File: src/design/slbcd_pkg.sv
// Package: types and constants of the status LED blink-code driver.
`default_nettype none
package slbcd_pkg;

   localparam int CSR_INDEX_W = 3;
   localparam int CSR_DATA_W  = 16;

   // System modes carried by each tick
   localparam logic [1:0] MODE_IDLE  = 2'd0;
   localparam logic [1:0] MODE_RUN   = 2'd1;
   localparam logic [1:0] MODE_FAULT = 2'd2;
   localparam logic [1:0] MODE_DEBUG = 2'd3;

   // Configuration register indexes
   localparam logic [CSR_INDEX_W-1:0] REG_TICK_DIVIDE   = 3'd0;
   localparam logic [CSR_INDEX_W-1:0] REG_IDLE_TOGGLE   = 3'd1;
   localparam logic [CSR_INDEX_W-1:0] REG_DEBUG_TOGGLE  = 3'd2;
   localparam logic [CSR_INDEX_W-1:0] REG_PAUSE_STEPS   = 3'd3;
   localparam logic [CSR_INDEX_W-1:0] REG_LONG_ON       = 3'd4;
   localparam logic [CSR_INDEX_W-1:0] REG_SHORT_ON      = 3'd5;

   // Register reset values
   localparam logic [7:0]  RST_TICK_DIVIDE  = 8'd10;
   localparam logic [15:0] RST_IDLE_TOGGLE  = 16'd100;
   localparam logic [15:0] RST_DEBUG_TOGGLE = 16'd50;
   localparam logic [15:0] RST_PAUSE_STEPS  = 16'd300;
   localparam logic [14:0] RST_LONG_ON      = 15'd100;
   localparam logic [14:0] RST_SHORT_ON     = 15'd50;

   // Fault code split into long (code/5) and short (code%5) flashes
   localparam logic [7:0] FLASH_DIVISOR = 8'd5;
   localparam logic [7:0] DIV5_RECIP    = 8'd205; // 205/1024 ~ 1/5, exact below 1024
   localparam int         DIV5_SHIFT    = 10;

   typedef enum logic [3:0] {
      PH_LOAD  = 4'b0001,
      PH_PAUSE = 4'b0010,
      PH_LONG  = 4'b0100,
      PH_SHORT = 4'b1000
   } phase_type;

   typedef struct packed {
      logic [15:0] pause_steps;
      logic [14:0] long_on_steps;
      logic [14:0] short_on_steps;
   } seq_cfg_type;

   typedef struct packed {
      logic write;
      logic level;
   } led_cmd_type;

endpackage
`default_nettype wire

File: src/design/slbcd_if.sv
// Interfaces: tick request channel and LED result channel.
`default_nettype none
interface slbcd_req_if;
   logic       valid;
   logic       ready;
   logic [1:0] system_mode;
   logic [7:0] fault_code;

   modport source (output valid, output system_mode, output fault_code, input ready);
   modport sink   (input valid, input system_mode, input fault_code, output ready);
endinterface

interface slbcd_rsp_if;
   logic valid;
   logic ready;
   logic led_on;

   modport source (output valid, output led_on, input ready);
   modport sink   (input valid, input led_on, output ready);
endinterface
`default_nettype wire

File: src/design/slbcd_toggle.sv
// Toggle interval counter for idle and debug mode.
`default_nettype none
module slbcd_toggle
   import slbcd_pkg::*;
(
   input  wire logic        clock,
   input  wire logic        reset,
   input  wire logic        step,
   input  wire logic [15:0] limit,
   output logic             fire
);

   logic [15:0] count_ff;
   logic [15:0] count_in;
   logic [15:0] count_sum;
   logic        hit;

   assign count_sum = count_ff + 16'd1;
   assign hit       = (count_sum >= limit);
   assign fire      = step && hit;

   always_comb begin
      count_in = count_ff;
      if (step) begin
         count_in = hit ? 16'd0 : count_sum;
      end
   end

   always_ff @(posedge clock) begin
      if (reset) begin
         count_ff <= 16'd0;
      end else begin
         count_ff <= count_in;
      end
   end

endmodule
`default_nettype wire

File: src/design/slbcd_seq.sv
// Fault blink-code sequencer: pause, long flashes, short flashes, repeat.
`default_nettype none
module slbcd_seq
   import slbcd_pkg::*;
(
   input  wire logic        clock,
   input  wire logic        reset,
   input  wire logic        step,
   input  wire logic [7:0]  fault_code,
   input  wire seq_cfg_type cfg,
   output led_cmd_type      led_cmd
);

   phase_type   phase_ff, phase_in;
   logic [15:0] pcount_ff, pcount_in;
   logic [5:0]  long_ff, long_in;
   logic [2:0]  short_ff, short_in;

   logic [15:0] pcount_sum;
   logic [15:0] div_prod;
   logic [5:0]  code_quot;
   logic [7:0]  quot_times5;
   logic [2:0]  code_rem;
   logic [5:0]  flash_left;
   logic [15:0] on_steps;
   logic [15:0] on_off_steps;

   assign pcount_sum  = pcount_ff + 16'd1;
   assign div_prod    = 16'(fault_code) * 16'(DIV5_RECIP);
   assign code_quot   = div_prod[DIV5_SHIFT +: 6];
   assign quot_times5 = 8'(code_quot) * FLASH_DIVISOR;
   assign code_rem    = 3'(fault_code - quot_times5);

   // Select the flash counter of the current phase, long or short
   assign flash_left   = (phase_ff == PH_LONG) ? long_ff : {3'd0, short_ff};
   assign on_steps     = (phase_ff == PH_LONG) ? {1'b0, cfg.long_on_steps}
                                               : {1'b0, cfg.short_on_steps};
   assign on_off_steps = {on_steps[14:0], 1'b0};

   always_comb begin
      phase_in  = phase_ff;
      pcount_in = pcount_ff;
      long_in   = long_ff;
      short_in  = short_ff;
      led_cmd   = '{write: 1'b0, level: 1'b0};
      if (step) begin
         case (phase_ff)
            PH_LOAD: begin
               led_cmd   = '{write: 1'b1, level: 1'b0};
               phase_in  = PH_PAUSE;
               pcount_in = 16'd0;
               long_in   = code_quot;
               short_in  = code_rem;
            end
            PH_PAUSE: begin
               if (pcount_sum >= cfg.pause_steps) begin
                  pcount_in = 16'd0;
                  phase_in  = PH_LONG;
                  led_cmd   = '{write: 1'b1, level: 1'b1};
               end else begin
                  pcount_in = pcount_sum;
               end
            end
            PH_LONG, PH_SHORT: begin
               if (flash_left == 6'd0) begin
                  phase_in = (phase_ff == PH_LONG) ? PH_SHORT : PH_LOAD;
               end else if (pcount_sum <= on_steps) begin
                  pcount_in = pcount_sum;
                  led_cmd   = '{write: 1'b1, level: 1'b1};
               end else if (pcount_sum <= on_off_steps) begin
                  pcount_in = pcount_sum;
                  led_cmd   = '{write: 1'b1, level: 1'b0};
               end else begin
                  // close this flash
                  pcount_in = 16'd0;
                  if (phase_ff == PH_LONG) begin
                     long_in = long_ff - 6'd1;
                  end else begin
                     short_in = short_ff - 3'd1;
                  end
               end
            end
            default: begin
               phase_in = PH_LOAD;
            end
         endcase
      end
   end

   always_ff @(posedge clock) begin
      if (reset) begin
         phase_ff  <= PH_LOAD;
         pcount_ff <= 16'd0;
         long_ff   <= 6'd0;
         short_ff  <= 3'd0;
      end else begin
         phase_ff  <= phase_in;
         pcount_ff <= pcount_in;
         long_ff   <= long_in;
         short_ff  <= short_in;
      end
   end

endmodule
`default_nettype wire

File: src/design/status_led_blink_code_driver.sv
// Top level: status LED blink-code driver.
//
// Usage: every req transaction is one millisecond tick with the system mode
// and the current fault code. Each accepted tick yields exactly one rsp
// transaction whose led_on is the LED level after that tick.
// A prescaler turns every tick_divide ticks into one display step. On a
// step, idle and debug mode toggle the LED after their own step counts,
// run mode holds it lit, and fault mode runs the blink-code sequencer
// (pause, code/5 long flashes, code%5 short flashes, repeat).
// Result: the result is registered and shows on rsp in the cycle after the
// tick is accepted. Throughput: one tick per cycle while rsp is not stalled, set by the single
// result register; all counters update in the accepting cycle.
// Stall: while rsp is held off the result holds; req.ready follows
// rsp.ready so a new tick is taken in the cycle the old result leaves.
// Reset: all counters clear, the sequencer starts at its load step, the
// LED reads off and the csr_ registers return to their defaults.
// csr_: write-only port, taken at any edge with csr_we high; write it only
// while no transaction is in flight.
`default_nettype none
module status_led_blink_code_driver
   import slbcd_pkg::*;
(
   input  wire logic                   clock,
   input  wire logic                   reset,
   slbcd_req_if.sink                   req,
   slbcd_rsp_if.source                 rsp,
   input  wire logic                   csr_we,
   input  wire logic [CSR_INDEX_W-1:0] csr_index,
   input  wire logic [CSR_DATA_W-1:0]  csr_wdata
);

   // Configuration registers
   logic [7:0]  tick_divide_ff;
   logic [15:0] idle_toggle_ff;
   logic [15:0] debug_toggle_ff;
   logic [15:0] pause_steps_ff;
   logic [14:0] long_on_ff;
   logic [14:0] short_on_ff;

   // Tick datapath
   logic        accept;
   logic [7:0]  prescale_ff, prescale_in;
   logic [8:0]  prescale_sum;
   logic        step_hit;
   logic        step;
   logic        led_ff, led_in;
   logic        rsp_valid_ff, rsp_valid_in;
   logic        rsp_led_ff;
   logic        idle_fire;
   logic        debug_fire;
   seq_cfg_type seq_cfg;
   led_cmd_type seq_cmd;

   assign accept    = req.valid && req.ready;
   assign req.ready = !rsp_valid_ff || rsp.ready;

   always_ff @(posedge clock) begin
      if (reset) begin
         tick_divide_ff  <= RST_TICK_DIVIDE;
         idle_toggle_ff  <= RST_IDLE_TOGGLE;
         debug_toggle_ff <= RST_DEBUG_TOGGLE;
         pause_steps_ff  <= RST_PAUSE_STEPS;
         long_on_ff      <= RST_LONG_ON;
         short_on_ff     <= RST_SHORT_ON;
      end else if (csr_we) begin
         case (csr_index)
            REG_TICK_DIVIDE:  tick_divide_ff  <= csr_wdata[7:0];
            REG_IDLE_TOGGLE:  idle_toggle_ff  <= csr_wdata;
            REG_DEBUG_TOGGLE: debug_toggle_ff <= csr_wdata;
            REG_PAUSE_STEPS:  pause_steps_ff  <= csr_wdata;
            REG_LONG_ON:      long_on_ff      <= csr_wdata[14:0];
            REG_SHORT_ON:     short_on_ff     <= csr_wdata[14:0];
            default: begin
               // unmapped index: drop the write
            end
         endcase
      end
   end

   // Prescaler: fire a display step in the tick that it wraps
   assign prescale_sum = {1'b0, prescale_ff} + 9'd1;
   assign step_hit     = (prescale_sum >= {1'b0, tick_divide_ff});
   assign prescale_in  = step_hit ? 8'd0 : prescale_sum[7:0];
   assign step         = accept && step_hit;

   slbcd_toggle u_idle (
      .clock (clock),
      .reset (reset),
      .step  (step && (req.system_mode == MODE_IDLE)),
      .limit (idle_toggle_ff),
      .fire  (idle_fire)
   );

   slbcd_toggle u_debug (
      .clock (clock),
      .reset (reset),
      .step  (step && (req.system_mode == MODE_DEBUG)),
      .limit (debug_toggle_ff),
      .fire  (debug_fire)
   );

   assign seq_cfg = '{pause_steps:    pause_steps_ff,
                      long_on_steps:  long_on_ff,
                      short_on_steps: short_on_ff};

   slbcd_seq u_seq (
      .clock      (clock),
      .reset      (reset),
      .step       (step && (req.system_mode == MODE_FAULT)),
      .fault_code (req.fault_code),
      .cfg        (seq_cfg),
      .led_cmd    (seq_cmd)
   );

   // LED level after this tick; non-step ticks hold it
   always_comb begin
      led_in = led_ff;
      if (step) begin
         case (req.system_mode)
            MODE_IDLE:  led_in = led_ff ^ idle_fire;
            MODE_RUN:   led_in = 1'b1;
            MODE_FAULT: led_in = seq_cmd.write ? seq_cmd.level : led_ff;
            MODE_DEBUG: led_in = led_ff ^ debug_fire;
            default:    led_in = led_ff;
         endcase
      end
   end

   // Result register: load on accept, drop once taken
   always_comb begin
      rsp_valid_in = rsp_valid_ff;
      if (accept) begin
         rsp_valid_in = 1'b1;
      end else if (rsp.ready) begin
         rsp_valid_in = 1'b0;
      end
   end

   always_ff @(posedge clock) begin
      if (reset) begin
         prescale_ff  <= 8'd0;
         led_ff       <= 1'b0;
         rsp_valid_ff <= 1'b0;
      end else begin
         rsp_valid_ff <= rsp_valid_in;
         if (accept) begin
            prescale_ff <= prescale_in;
            led_ff      <= led_in;
         end
      end
   end

   always_ff @(posedge clock) begin
      if (accept) begin
         rsp_led_ff <= led_in;
      end
   end

   assign rsp.valid  = rsp_valid_ff;
   assign rsp.led_on = rsp_led_ff;

endmodule
`default_nettype wire

File: src/flat_wrapper.sv
// flat-port wrapper written by rule: the top's interface ports become plain ports
module status_led_blink_code_driver_flat import slbcd_pkg::*;
  (clock, reset, csr_we, csr_index, csr_wdata, req_valid, req_system_mode, req_fault_code, req_ready, rsp_valid, rsp_led_on, rsp_ready);
  slbcd_req_if req_i ();
  slbcd_rsp_if rsp_i ();
  input  wire logic clock;
  input  wire logic reset;
  input  wire logic csr_we;
  input  wire logic [CSR_INDEX_W-1:0] csr_index;
  input  wire logic [CSR_DATA_W-1:0] csr_wdata;
  input wire logic [$bits(req_i.valid)-1:0] req_valid;
  input wire logic [$bits(req_i.system_mode)-1:0] req_system_mode;
  input wire logic [$bits(req_i.fault_code)-1:0] req_fault_code;
  output wire logic [$bits(req_i.ready)-1:0] req_ready;
  output wire logic [$bits(rsp_i.valid)-1:0] rsp_valid;
  output wire logic [$bits(rsp_i.led_on)-1:0] rsp_led_on;
  input wire logic [$bits(rsp_i.ready)-1:0] rsp_ready;
  assign req_i.valid = req_valid;
  assign req_i.system_mode = req_system_mode;
  assign req_i.fault_code = req_fault_code;
  assign req_ready = req_i.ready;
  assign rsp_valid = rsp_i.valid;
  assign rsp_led_on = rsp_i.led_on;
  assign rsp_i.ready = rsp_ready;
  status_led_blink_code_driver u_core (.clock(clock), .reset(reset), .req(req_i), .rsp(rsp_i), .csr_we(csr_we), .csr_index(csr_index), .csr_wdata(csr_wdata));
endmodule
File: config.mk
export PLATFORM = sky130hd
export DESIGN_NAME = status_led_blink_code_driver_flat
export DESIGN_NICKNAME = d
export VERILOG_FILES = /design/src/design/slbcd_pkg.sv /design/src/design/slbcd_if.sv /design/src/design/slbcd_toggle.sv /design/src/design/slbcd_seq.sv /design/src/design/status_led_blink_code_driver.sv /design/src/flat_wrapper.sv
export SDC_FILE = /design/constraint.sdc
export NUM_CORES = 1
export LEC_CHECK = 0
export BUFFER_PORTS_ARGS = -buffer_cell sky130_fd_sc_hd__buf_2
export CELL_PAD_IN_SITES_DETAIL_PLACEMENT = 1
export CELL_PAD_IN_SITES_GLOBAL_PLACEMENT = 2
export CORE_MARGIN = 2
export CORE_UTILIZATION = 38
export CTS_CLUSTER_DIAMETER = 60
export CTS_CLUSTER_SIZE = 16
export DETAILED_ROUTE_END_ITERATION = 10
export GPL_TIMING_DRIVEN = 0
export PLACE_DENSITY = 0.81
export SLEW_MARGIN = 10
export SYNTH_ARGS = -nofsm -noshare
export SYNTH_HDL_FRONTEND = slang
export SYNTH_SLANG_ARGS = --single-unit
File: constraint.sdc
create_clock -name clock -period 6 [get_ports clock]
set_clock_uncertainty 0.05 [all_clocks]
set_input_delay 0.6 -clock clock [delete_from_list [all_inputs] [get_ports clock]]
set_output_delay 0.6 -clock clock [all_outputs]
set_load 0.02 [all_outputs]
Yosys cells after proc, flatten, opt, wreduce, memory -nomap -nowiden
Cells that the tools add are included.
{ "word_totals": {"in_bits": 34, "out_inout_bits": 3, "register_bits": 158} }
{ "classes": {"multipliers": 2, "n_addsub": 7, "mux": 35, "order_cmp": 6, "n_eq_ne": 19, "reduce_logical": 26, "n_bitwise": 2} }
{ "op_table": {"columns": ["cell", "n"], "rows": [
  ["16-bit two-way mux", 6],
  ["16-bit by 1-bit adder with 16-bit output, second input constant", 3],
  ["16-bit greater-or-equal comparator", 3],
  ["16-bit case mux with 3 select lines", 1],
  ["6-bit two-way mux", 5],
  ["16-bit by 15-bit <= comparator with 1-bit output", 1],
  ["16-bit <= comparator", 1],
  ["8-bit by 8-bit multiplier with 16-bit output, second input constant", 1],
  ["15-bit two-way mux", 1],
  ["2-bit inequality test, second input constant", 7],
  ["3-bit two-way mux", 4],
  ["4-bit two-way mux", 3],
  ["4-bit case mux with 3 select lines", 1],
  ["6-bit case mux with 2 select lines", 1],
  ["2-bit AND reduction", 6],
  ["6-bit AND reduction", 2],
  ["2-bit two-way mux", 5],
  ["8-bit by 1-bit adder with 9-bit output, second input constant", 1],
  ["9-bit by 8-bit greater-or-equal comparator with 1-bit output", 1],
  ["8-bit two-way mux", 1],
  ["1-bit logical AND", 7],
  ["3-bit by 2-bit == test with 1-bit output, second input constant", 2],
  ["3-bit == test, second input constant", 2],
  ["6-bit zero test", 1],
  ["24 further kinds", 31]
]} }

Depth between registers and ports, before layout
{ "depth": {"depth_word": 11, "depth_mapped": 19} }

Hierarchy
From an unflattened synthesis, not the netlist that was laid out.
{ "hier_totals": {"hier_cells": 1335, "area_unflattened_um2": 10742.8} }
{ "modules_own_cells": {"columns": ["module", "instances", "cells_each", "area_per_inst_um2", "seq_area_each_um2"], "rows": [
  ["slbcd_seq", 1, 505, 4229.1, 580.6],
  ["status_led_blink_code_driver", 1, 490, 3871.2, 1951.9],
  ["slbcd_toggle", 2, 170, 1321.3, 320.3]
]} }

Least setup slack after synthesis
OpenSTA, ideal clock, no wires.
{ "synth_path": {"kind": "input to register", "start": "input port req_fault_code[1]", "end": "register u_core.u_seq.short_ff[2]", "arrival_time_ps": 4560, "stages": 18, "required_ps": 5876, "setup_slack_ps": 1316, "cell_sequence": "ha_1 inv_1 fa_1 fa_1 inv_1 fa_1 ha_1 o21ai_0 nand2_1 o41ai_1 xnor2_1 ha_1 fa_1 xor2_1 xnor2_1 xnor2_1 nand2_1 a31oi_1"} }
{ "synth_between": {"elab_chain_len": 4} }
{ "synth_lines": {"columns": ["item", "line", "source"], "rows": [
  ["start, declared", "flat_wrapper.sv:13", "input wire logic [$bits(req_i.fault_code)-1:0] req_fault_code;"],
  ["8-bit by 8-bit multiplier with 16-bit output", "slbcd_seq.sv:29", "assign div_prod = 16'(fault_code) * 16'(DIV5_RECIP);"],
  ["6-bit by 3-bit multiplier with 3-bit output", "slbcd_seq.sv:31", "assign quot_times5 = 8'(code_quot) * FLASH_DIVISOR;"],
  ["3-bit subtractor *", "slbcd_seq.sv:32", "assign code_rem = 3'(fault_code - quot_times5);"],
  ["3-bit case mux with 2 select lines *", "slbcd_seq.sv:47", "case (phase_ff)"],
  ["end signal, assigned", "slbcd_seq.sv:100", "short_ff <= short_in;"],
  ["end, declared", "slbcd_seq.sv:17", "logic [2:0] short_ff, short_in;"]
]} }
Every way passes the cells marked *; elsewhere a longest branch is shown, timed or not.
A chain may end at the register's enable or synchronous reset.

Worst setup path after layout
{ "layout_path": {"start": "register u_core.u_seq.phase_ff[2]", "end": "register u_core.u_seq.pcount_ff[10]"} }
{ "layout_between": {"elab_chain_len": 7} }
{ "layout_lines": {"columns": ["item", "line", "source"], "rows": [
  ["start, declared", "slbcd_seq.sv:14", "phase_type phase_ff, phase_in;"],
  ["start signal, assigned", "slbcd_seq.sv:97", "phase_ff <= phase_in;"],
  ["4-bit by 3-bit == test with 1-bit output", "slbcd_seq.sv:35, slbcd_seq.sv:36, slbcd_seq.sv:47", null],
  ["15-bit two-way mux", "slbcd_seq.sv:36", "assign on_steps = (phase_ff == PH_LONG) ? {1'b0, cfg.long_on_steps}"],
  ["16-bit <= comparator", "slbcd_seq.sv:70", "end else if (pcount_sum <= on_off_steps) begin"],
  ["16-bit two-way mux", "slbcd_seq.sv:70", null],
  ["16-bit two-way mux", "slbcd_seq.sv:67", "end else if (pcount_sum <= on_steps) begin"],
  ["16-bit two-way mux", "slbcd_seq.sv:65", "if (flash_left == 6'd0) begin"],
  ["16-bit case mux with 3 select lines", "slbcd_seq.sv:47", null],
  ["end signal, assigned", "slbcd_seq.sv:98", "pcount_ff <= pcount_in;"],
  ["end, declared", "slbcd_seq.sv:15", "logic [15:0] pcount_ff, pcount_in;"]
]} }
Several ways; a longest one is shown, not always the timed one. The select of a mux whose other input is x is not followed.

==> flow_metrics.tcl <==
set metrics [dict create \
    grt_pass1_vias 9214 \
    worst_slew_pin_slew_ps 1070 \
    clkLatencyLatePin_ps 440 \
    crit_required_ps 6280 \
    hp-class "in -> reg" \
    instances_no_fill 1706 \
    fin_crit_sh_pct 83.5 \
    syn_to_final_growth_pct 11.5 \
    fillers 3280 \
    synth_seq_cells 158 \
    htreeDepth 4 \
    netlist.area_leader.share_pct 30.3 \
    peakVddDrop_uv 190 \
    first_pass_iters 4 \
    dieArea_um2 28600 \
    avgSynthCellArea_um2 7.99 \
    cts_tree "yes" \
    hold_violations 0 \
    maxSlewViolCount 0 \
    wl_per_cell_um 17.4 \
    synth-async-reset-ratio_pct 0 \
    post-cts-setup-buffers 0 \
    cts-root-buf "clkbuf_16" \
    drive_gt1_share_pct 5.93 \
    drt-initial-drc-count 381 \
    synth_compound_area_share_pct 15.2 \
    port_buffers 35 \
    start_util_pct 38.6 \
    synthSimpleGateAreaFrac_pct 21.4 \
    maxSlewHeadroom_pct 28.2 \
    routed_wl_mm 29.8 \
    synth_cells 1298 \
    yosysWarningCount 0 \
    seq_area_frac_synth_pct 30.6 \
    grt_usage_pct 21.5 \
    core_um2 26900 \
    synthMuxAreaShare_pct 1.85 \
    ys_types 58 \
    ctsResizeCount 0 \
    vias 9037 \
    post-route-drc-count 0 \
    grt_max_degree 17 \
    synthesis.area_um2 10400 \
    nets 1539 \
    cts_buffer_depth 2 \
    worstSetupStartpointType "register" \
    setup_viol 0 \
    synth_fp_nets 1484 \
    yosys-top-cells-area "dfxtp_1, ha_1, nand2_1" \
    routabilityCongestion 0.797 \
    pwr_density_cell_nw_per_um2 236 \
    cp-end-kind "register" \
    grt_setup_unrepaired "false" \
    io_pins 37 \
    grt_remaining_overflow 0 \
    dp_cells 1675 \
    dp_hpwl_mm 23.4 \
    clk_pin_slew_ps 70 \
    die_h_um 169 \
    ys.flop_type "dfxtp_1" \
    regArea_um2 3170 \
    period_minus_slack_ps 5010 \
    path_max_fanout 10 \
    crit_arrival_ps 5290 \
    synth_fa_ha_area_share_pct 19.2 \
    fmax_mhz 200 \
    die_x_um 169 \
    via_per_inst 5.30 \
    drv_cap 0 \
    postRouteAntennaNets 0 \
    outcome "finished, final reports clean" \
    synth_edf_count 1 \
    grt_pass1_wl_mm 48.4 \
    synth_top_area_cell "dfxtp_1" \
    antenna_found_initial 1 \
    numClockSinks 158 \
    rows 60 \
    ctsHoldBuffers 0 \
    tns_ps 0 \
    synth_top_family_by_area "simple AND/OR/NAND/NOR gates" \
    multi_input_area_um2 6620 \
    criticalPathCategory "reg -> reg" \
    p_leak_nw 5.10 \
    synth-xor-area-share_pct 6.15 \
    cts_inserted_buffers 17 \
    diodes 0 \
]
[metal layers]
metal	wire length, um	vias to the layer above	GRT usage, %
met5	13	-	0
met4	401	2	4.79
met3	951	23	3.29
met2	14100	84	36.7
met1	14300	4364	28.8
li1	-	4564	-
[flip-flops by register name, summed over array words and instances, names as in the netlist, 3 cells and up]
register                 cells
u_core.tick_divide_ff        8
u_core.prescale_ff           8
u_core.debug_toggle_ff      16
u_core.u_debug.count_ff     16
u_core.u_seq.phase_ff        4
u_core.u_seq.short_ff        3
u_core.idle_toggle_ff       16
u_core.pause_steps_ff       16
u_core.u_seq.long_ff         6
u_core.u_idle.count_ff      16
u_core.u_seq.pcount_ff      16
u_core.long_on_ff           15
u_core.short_on_ff          15
[worst max-delay path, cell delays in order, from the launching register on]
cell and delay [ps]:
dfxtp_1 300, buf_2 190, nand2b_1 120, nor3_1 130
buf_2 350, buf_1 650, mux2i_1 310, ha_1 390
nand4_1 130, a211oi_1 250, o41ai_1 110, a31oi_1 430
o21ai_1 330, a21oi_1 610, buf_2 340, a21oi_1 70
a21o_1 150
[cell families (layout without fill, tap and decap cells)]
kind of cell | Yosys count | in the layout
adder cells (fa/ha/maj) | 152 | 152
XOR/XNOR | 72 | 72
AND/OR/NAND/NOR | 483 | 483
AO/OA/AOI/OAI | 260 | 260
multiplexers | 19 | 19
buffers and inverters | 154 | 221
flip-flops | 158 | 158
[where the power goes]
| group | switching, mW | internal [mW] | leakage [nW] |
|---|---|---|---|
| clock network | 0.485 | 0.628 | 0.277 |
| registers | 0.00866 | 1.07 | 1.28 |
| logic | 0.323 | 0.224 | 3.55 |
| total | 0.817 | 1.92 | 5.10 |
[final timing paths]
| kind | from | to | slack [ps] | cells after the start |
|---|---|---|---|---|
| worst max-delay path | u_core.u_seq.phase_ff[2] | u_core.u_seq.pcount_ff[10] | 990 | 16 |
| worst min-delay path | req_valid | u_core.rsp.valid | 350 | 3 |
| worst max register to register | u_core.u_seq.phase_ff[2] | u_core.u_seq.pcount_ff[10] | 990 | 16 |
| worst min register to register | u_core.short_on_ff[7] | u_core.short_on_ff[7] | 410 | 2 |
[area by class of cell]
cell class	count	share of cell area (%)
Clock inverter	11	1.18
Sequential cell	158	27.4
Multi-Input combinational cell	986	57.2
Timing Repair Buffer	36	1.60
Inverter	111	3.60
Buffer	43	1.45
Tap cell	341	3.69
Clock buffer	20	3.86
[metrics by stage]
step / hold slack (ps) / instance area (um^2) / util (%) / setup slack (ps) / power [mW]
detailed placement: 399 / 11000 / 40.9 / 621 / 1.66
floorplan: 383 / 10400 / - / 1320 / 1.50
CTS: 337 / 11600 / 43.0 / 925 / 2.78
finish: 355 / 11600 / 43.0 / 988 / 2.73
global placement: 391 / 11000 / 40.8 / 641 / 1.65
global route: 348 / 11600 / 43.0 / 463 / 2.89
[cells in the final DEF (no fill, tap or decap), types with 40 or more instances in the layout]
master / count
a21oi_1: 127
buf_2: 40
dfxtp_1: 157
ha_1: 140
inv_1: 110
nand2_1: 234
nand3_1: 41
nor2_1: 84
xor2_1: 40
[synthesized netlist by cell type, types with 20 or more instances]
master	number
a21oi_1	127
and3_1	29
clkbuf_1	35
dfxtp_1	157
ha_1	140
inv_1	110
nand2_1	234
nand2b_1	20
nand3_1	41
nor2_1	84
o21ai_0	37
xnor2_1	31
xor2_1	40
No activity file was read; power rests on OpenSTA's default activity.
